===== config.mk =====
export PLATFORM = sky130hd
export DESIGN_NAME = tkspl_cell
export DESIGN_NICKNAME = d
export VERILOG_FILES = /design/src/rtl/core/tkspl_pkg.sv /design/src/rtl/core/tkspl_cell.sv
export SDC_FILE = /design/constraint.sdc
export NUM_CORES = 1
export LEC_CHECK = 0
export BUFFER_PORTS_ARGS = -buffer_cell sky130_fd_sc_hd__buf_2
export CORE_AREA = 2 2 188 190
export CTS_CLUSTER_DIAMETER = 150
export DETAILED_ROUTE_END_ITERATION = 6
export DIE_AREA = 0 0 190 192
export PLACE_DENSITY_LB_ADDON = 0.2
export SLEW_MARGIN = 20
export SYNTH_ARGS = -nofsm -noshare
export SYNTH_HDL_FRONTEND = slang
export SYNTH_SLANG_ARGS = --single-unit

===== constraint.sdc =====
create_clock -name clk_i -period 11.4 [get_ports clk_i]
set_input_delay 2.28 -clock clk_i [delete_from_list [all_inputs] [get_ports clk_i]]
set_output_delay 2.28 -clock clk_i [all_outputs]
set_load 0.005 [all_outputs]

===== src/rtl/core/tkspl_pkg.sv =====
// Shared types and constants for the top-k smallest pair list.
package tkspl_pkg;

  localparam int unsigned IdW       = 32;
  localparam int unsigned ScoreW    = 32;
  localparam int unsigned CfgW      = 6;
  localparam int unsigned KindW     = 2;
  localparam int unsigned HeldW     = 6;
  localparam int unsigned InDataW   = 96;
  localparam int unsigned OutDataW  = 200;

  localparam logic [ScoreW-1:0]   ThreshReset   = 32'h7FFF_FFFF;
  localparam logic [2*ScoreW-1:0] ThreshSqReset = 64'h3FFF_FFFF_0000_0001;
  localparam logic [CfgW-1:0]     TopKReset     = 6'd10;

  typedef enum logic [KindW-1:0] {
    KIND_INSERT = 2'd0,
    KIND_DRAIN  = 2'd1,
    KIND_CLEAR  = 2'd2,
    KIND_NOP    = 2'd3
  } kind_e;

  typedef struct packed {
    logic [ScoreW-1:0] score;
    logic [IdW-1:0]    left_id;
    logic [IdW-1:0]    right_id;
  } entry_t;

  // Per-cell control, built by the top level for each position of the row.
  typedef struct packed {
    logic ins;    // insert strobe
    logic rot;    // rotate one place towards the head
    logic occ;    // position holds a live entry for the insert
    logic inlim;  // position may change on this insert
    logic tail;   // last live position, takes the head on rotation
  } cell_ctl_t;

endpackage


===== src/rtl/core/tkspl_cell.sv =====
// One position of the sorted list: holds a pair and shifts or rotates it.
module tkspl_cell
  import tkspl_pkg::*;
(
  input  logic      clk_i,
  input  cell_ctl_t ctl_i,
  input  entry_t    new_i,
  input  logic      prev_ge_i,
  input  entry_t    prev_i,
  input  entry_t    next_i,
  input  entry_t    head_i,
  output logic      ge_o,
  output entry_t    entry_o
);

  entry_t entry_q;
  entry_t entry_d;

  // An empty position counts as greater or equal, so the new pair lands at the end.
  assign ge_o    = !ctl_i.occ || (entry_q.score >= new_i.score);
  assign entry_o = entry_q;

  always_comb begin
    entry_d = entry_q;
    if (ctl_i.ins && ctl_i.inlim) begin
      if (prev_ge_i) begin
        entry_d = prev_i;
      end else if (ge_o) begin
        entry_d = new_i;
      end
    end else if (ctl_i.rot) begin
      entry_d = ctl_i.tail ? head_i : next_i;
    end
  end

  always_ff @(posedge clk_i) begin
    entry_q <= entry_d;
  end

endmodule


# Yosys cells after proc, flatten, opt, wreduce, memory -nomap -nowiden
# Index checks and enable logic that the tools add are counted.
# word_totals
regBits	96
latch_bits	0
mem_bits_rw	0
mem_bits_ro	0
inputBits	391
output_inout_bits	97
elab_cells	15
mem_count	0
# op_classes
n_addsub	0
n_mul	0
div_mod_pow	0
magnitude_cmp	1
eq_ne	1
n_shift	0
muxes	5
bitwise	0
reduce_logical	5
# ops
cell	n
$mux W96	5
$ge A32 B32 Y1	1
$ne A3 B3 Y1 const B	1
$reduce_and A2 Y1	1
$reduce_bool A2 Y1	1
$logic_and A1 B1 Y1	1
$logic_not A1 Y1	1
$logic_or A1 B1 Y1	1

# Depth between registers and ports, before layout
# Gate-level depths: netlist (run 1).
# depth
word_depth	5
ltp_mapped	7
depth_no_buf	7

# Worst setup path after synthesis (run 1)
# Ideal clock, no wire load.
# synth_timing
path_type	input to register
start	input port new_i[93] in the netlist's numbering
end	register entry_q (netlist bit entry_o[0]) (enable)
setup_time_ns	0.608
t_arrival_ns	8.681
required_time_ns	10.792
slack_ns	2.111
path_stages	7
n_path_buf	0
path_cell_list	inv_1 -> ha_1 -> nand4_2 -> or4_4 -> a21oi_1 -> nor3_1 -> a31oi_1
# synth_between
elab_chain_cells	4
# synth_rtl
element	line_no	rtl
start: declaration	tkspl_cell.sv:7	input entry_t new_i,
$ge A32 B32 Y1	tkspl_cell.sv:20	assign ge_o = !ctl_i.occ || (entry_q.score >= new_i.score);
$logic_or A1 B1 Y1	tkspl_cell.sv:20	
$ne A3 B3 Y1 (no line)	n/a	
$reduce_and A2 Y1 (no line)	n/a	
end signal: assignment	tkspl_cell.sv:37	entry_q <= entry_d;
end: declaration	tkspl_cell.sv:16	entry_t entry_q;
# No other way between the ends.
# A chain may end at the register's enable or synchronous reset.

# Worst setup path in the final report (run 1)
# layout_timing
start	input port new_i[79] in the netlist's numbering
end	output port ge_o
# layout_between
elab_chain_cells	2
# layout_rtl
element	line_no	rtl
$ge A32 B32 Y1	tkspl_cell.sv:20	
$logic_or A1 B1 Y1	tkspl_cell.sv:20	
end: declaration	tkspl_cell.sv:12	output logic ge_o,
# No other way between the ends.

==> results.toml, run 1 <==
[clocking]
post_cts_resized = 0
htree_levels = 3
clockRootBuffer = "clkbuf_16"
clock_latency_ns = 0.36
max-clock-path-buffers = 2
cts_tree = "done"
post_cts_buffers = 0
numCtsBuffers = 9
clkSinkCount = 96
clk_pin_slew_ns = 0.07
hold_buffers = 0

[final_layout]
fin_cells = 1567
final_core_util = 0.285
mostFrequentLayoutCell = "buf_2"
nets = 1525
layout-drive-gt1-share = 0.463
areaGrowthSynthToFinish_pct = 48.0
n_fill_cell = 3704
largest_register_ffs = 96
most-common-layout-cells = "485 x buf_2, 111 x a21oi_1, 96 x mux2i_1, 96 x a211oi_1, 96 x edfxtp_1"

[sta]
rsz0062_at_grt = "no"
max_slew_margin = 0.410
fin_setup_tns_ns = 0
hold_viol = 0
skew_ns = 0.0140
period_minus_slack_ns = 6.30
worstMarginPinSlew_ns = 0.885
whs_ns = 1.57
fmax_mhz = 159
setup_viol = 0
period_share = 0.553
drv_slew = 0

[critical_path]
cp_data_required_time_ns = 9.12
crit_buf_inv = 3
critPathSlowestCell = "a311o_1"
setup.worst_path.class = "input pin to primary output"
cp.arrival_ns = 4.02
path_cells = "buf_2 > inv_1 > ha_1 > nand4_1 > nor3_1 > o2111ai_1 > a311o_1 > nand2_1 > buf_2"
critPathMaxFanout = 3
cp_top_family = "compound AO/OA/AOI/OAI gates"
cpPeakStageDelay_ns = 0.46
start_kind = "input pin"
endpoint_kind = "primary output"
crit_top_cell = "buf_2"

[floorplanning]
fp.dieH_um = 192
start_util = 0.192
rows = 68
die_area_um2 = 36500
core_area_um2 = 34300
ioPinCount = 488
fp.dieW_um = 190

[power]
power_density_nw_per_um2 = 104
power.leakage_nw = 4.52
ir_drop_uv = 64.1
power_mw = 1.01

[detailed_routing]
m1WireLength_um = 10900
route.met2.wl_um = 13700
route.detailed.drc = 0
route.vias.total = 6631
dr_wl_met3_um = 2470
wirelength_um = 27400
vias_per_cell = 4.23
drt_iter0_drc = 160
ant_nets = 0
wl_per_cell_um = 17.5
top_layer = "met4"
first_pass_iters = 4

[grt]
grt_max_degree = 89
grt_pass1_wl_um = 39100
track_usage = 0.143
antenna_found_initial = 6
grt.overflow.total = 0
grt_pass1_vias = 6730

[placed_design]
hpwl_um = 21800
port_buffers = 487
gp_congestion = 0.796
placed_cells = 1546

[synth]
synth-simple-area-share = 0.0997
syn_inst = 650
synth_adder_area_share = 0.0607
synthMuxAreaShare = 0.146
yosysUniqueCellTypes = 26
synthesis.area_um2 = 6600
synth_compound_gate_area_share = 0.207
synth_nets = 1073
ys_seq_elements = 96
synth_seq_area_share = 0.437
synth_area_per_cell_um2 = 10.2
synth-xor-area-share = 0
synth_warnings = 0
synth_top_family_by_area = "compound AO/OA/AOI/OAI gates"

[hold_path]
hold_class = "flip-flop to flip-flop"

[run_status]
status = "finished clean"

[run]
maxCapViolCount = 0
==> synth_stat cells <==
cell type	n	share of area
a31oi_1	1	0.00095
a21o_1	2	0.0023
clkbuf_1	35	0.020
or4_4	1	0.0017
nand3_1	3	0.0023
ha_1	32	0.061
buf_2	10	0.0076
mux2i_1	96	0.15
a211oi_1	96	0.11
a21oi_1	111	0.084
nor3_1	2	0.0015
nor2b_1	65	0.062
nand4_2	1	0.0019
buf_1	8	0.0046
a311o_1	1	0.0015
nand4_1	3	0.0028
nand2_1	10	0.0057
o21a_1	1	0.0011
a2111o_1	1	0.0017
o2111ai_1	1	0.0013
edfxtp_1	96	0.44
a221o_1	1	0.0015
o21ai_0	4	0.0030
inv_1	32	0.018
nand2b_1	3	0.0028
nor2_1	34	0.019
==> layout make-up <==
cell class	instances	area, um2	area share
antenna	5	12.5	0.00128
multi-input combinational	469	3410	0.349
inverter	32	120	0.0123
sequential	96	2880	0.295
clock inverter	6	42.5	0.00436
timing repair buffer	494	2500	0.256
clock buffer	10	229	0.0234
tap	455	569	0.0583
==> path summary, 6_finish.rpt <==
path,slack [ns],end,startpoint,depth (start not counted)
setup / recovery,5.10,ge_o,new_i[79],9
hold / removal,1.57,entry_o[95],entry_o[80],5
setup reg to reg,7.62,entry_o[42],entry_o[77],8
hold reg to reg,1.57,entry_o[95],entry_o[80],5
==> metrics by stage <==
step	cell area, um2	setup slack (ns)
6_report	9770	5.10
3_5_place_dp	9480	5.07
3_3_place_gp	9480	5.11
2_1_floorplan	6600	2.11
4_1_cts	9750	5.05
5_1_grt	9760	4.95
==> logic make-up after synthesis <==
group | count (synthesis)
mux | 96
simple gates | 122
flops | 96
fa+ha+maj | 32
compound gates | 219
buf+inv | 85
==> where the power goes <==
group | switching, mW | leakage, nW | total, mW | internal [mW]
clock | 0.150 | 0.131 | 0.299 | 0.150
combinational | 0.137 | 3.44 | 0.264 | 0.127
sequential | 0.0133 | 0.945 | 0.449 | 0.436
==> worst min-delay path: cells and delay by family (launching register included) <==
| kind | cells | cell delay (ns) |
|---|---|---|
| flip-flops | 1 | 0.37 |
| buffers and inverters | 1 | 0.32 |
| AO/OA/AOI/OAI | 2 | 0.28 |
| adder cells (fa/ha/maj) | 1 | 0.23 |
| AND/OR/NAND/NOR | 1 | 0.10 |
==> per-layer routing <==
layer / global-route usage / vias up
met5: 0 / -
met4: 0.0456 / 0
met3: 0.0499 / 20
met2: 0.252 / 297
met1: 0.163 / 2934
li1: - / 3380
(Power assumes the default switching activity.)
==> run 2, diff against run 1 <==
==> constraint.sdc (replaced) <==
create_clock -name clk_i -period 5.32 [get_ports clk_i]
set_input_delay 1.064 -clock clk_i [delete_from_list [all_inputs] [get_ports clk_i]]
set_output_delay 1.064 -clock clk_i [all_outputs]
set_load 0.005 [all_outputs]
==> results.toml, run 2 (synthesis gave the netlist of run 1 again) <==
[placed_design]
gp_congestion = 0.800
port_buffers = 487
pre_cts_ws_ns = 1.27
hpwl_um = 21800

[sta]
setup_viol = 0
drv_slew = 0
worst_slack_ns = 1.28
max_slew_margin = 0.394
period_minus_slack_ns = 4.04
worstMarginPinSlew_ns = 0.909
fmax_mhz = 247
hold_viol = 0
skew_ns = 0.0152
period_share = 0.760
rsz0062_at_grt = "no"
fin_setup_tns_ns = 0

[critical_path]
start_kind = "input pin"
critPathMaxFanout = 3
setup.worst_path.class = "input pin to primary output"
endpoint_kind = "primary output"
cp_data_required_time_ns = 4.26
cp.arrival_ns = 2.98

[floorplanning]
fp.dieW_um = 190
start_util = 0.192
fp.dieH_um = 192
rows = 68
core_area_um2 = 34300
ioPinCount = 488
die_area_um2 = 36500

[grt]
grt_pass1_vias = 6721
grt_pass1_wl_um = 39100
track_usage = 0.143
met3_usage = 0.0479
grt_use_met2 = 0.252
antenna_found_initial = 4
grt_max_degree = 102
met1_usage = 0.164
grt.overflow.total = 0
busiest_layer = "met2"

[clocking]
hold_buffers = 0
post_cts_buffers = 0
clk_pin_slew_ns = 0.08
numCtsBuffers = 9
clkSinkCount = 96
cts_tree = "done"
clock_latency_ns = 0.35
max-clock-path-buffers = 2
htree_levels = 3
post_cts_resized = 0
clockRootBuffer = "clkbuf_16"

[detailed_routing]
first_pass_iters = 4
route.vias.total = 6772
vias_per_cell = 4.33
drt_iter0_drc = 219
ant_nets = 0
wl_per_cell_um = 17.6
route.detailed.drc = 0
wirelength_um = 27500

[final_layout]
n_fill_cell = 3741
layout-drive-gt1-share = 0.464
final_core_util = 0.287
areaGrowthSynthToFinish_pct = 49.2
mostFrequentLayoutCell = "buf_2"
largest_register_ffs = 96
nets = 1526
most-common-layout-cells = "485 x buf_2, 111 x a21oi_1, 96 x mux2i_1, 96 x a211oi_1, 96 x edfxtp_1"

[power]
power_density_nw_per_um2 = 231
power_mw = 2.28
ir_drop_uv = 128
power.leakage_nw = 4.56

[run_status]
status = "finished clean"

[hold_path]
hold_class = "input pin to flip-flop"

[run]
maxCapViolCount = 0
==> run 2: cell count changes in the layout (fill, tap and decap cells not counted) <==
cell	before	now
buf_4	7	6
diode_2	5	2
clkinvlp_4	1	0
clkinv_2	1	0
buf_12	0	2
inv_8	0	1
clkbuf_1	1	0
bufinv_16	0	2
==> run 2: worst max-delay path: stages <==
cell     delay (ns)
buf_2          0.08
inv_1          0.04
ha_1           0.33
a21oi_1        0.17
nand2_1        0.07
a221o_1        0.35
nor3_1         0.56
nand2_1        0.15
buf_2          0.16
==> run 2: final cells by class <==
type	instances	area (um2)	area share
diodes	2	5.00	0.000508
clock buffers	9	225	0.0229
clock inverters	7	101	0.0103
inverters	32	120	0.0122
multi-input cells	469	3410	0.346
flip-flops and latches	96	2880	0.293
well taps	455	569	0.0578
repair buffers	495	2530	0.257
==> run 2: routing by layer <==
| metal | up-vias | part of all wire |
|---|---|---|
| met2 | 331 | 0.49 |
| li1 | 3384 | - |
| met3 | 19 | 0.095 |
| met4 | 4 | 0.016 |
| met1 | 3034 | 0.39 |
| met5 | - | 0.00076 |
==> run 2: power breakdown <==
group          internal [mW]  switching, mW  leakage, nW
clock network          0.420          0.326        0.160
logic                  0.276          0.296         3.46
registers              0.933         0.0282        0.945
total                   1.63          0.650         4.56
==> run 2: final timing paths <==
| kind | start | endpoint | depth (start not counted) | slack (ns) |
|---|---|---|---|---|
| worst max-delay path | new_i[94] | ge_o | 9 | 1.28 |
| worst min-delay path | prev_i[72] | entry_o[72] | 3 | 1.06 |
| worst max register to register | entry_o[93] | entry_o[16] | 6 | 2.33 |
| worst min register to register | entry_o[81] | entry_o[83] | 5 | 1.54 |
==> run 2: through the flow <==
step | hold slack [ns] | cells | cell area [um2]
detailed placement | 1.42 | 1547 | 9510
global route | 1.04 | 1564 | 9840
CTS | 1.03 | 1563 | 9840
finish | 1.06 | 1565 | 9850
floorplan | 1.32 | 650 | 6610
global placement | 1.41 | 1547 | 9510
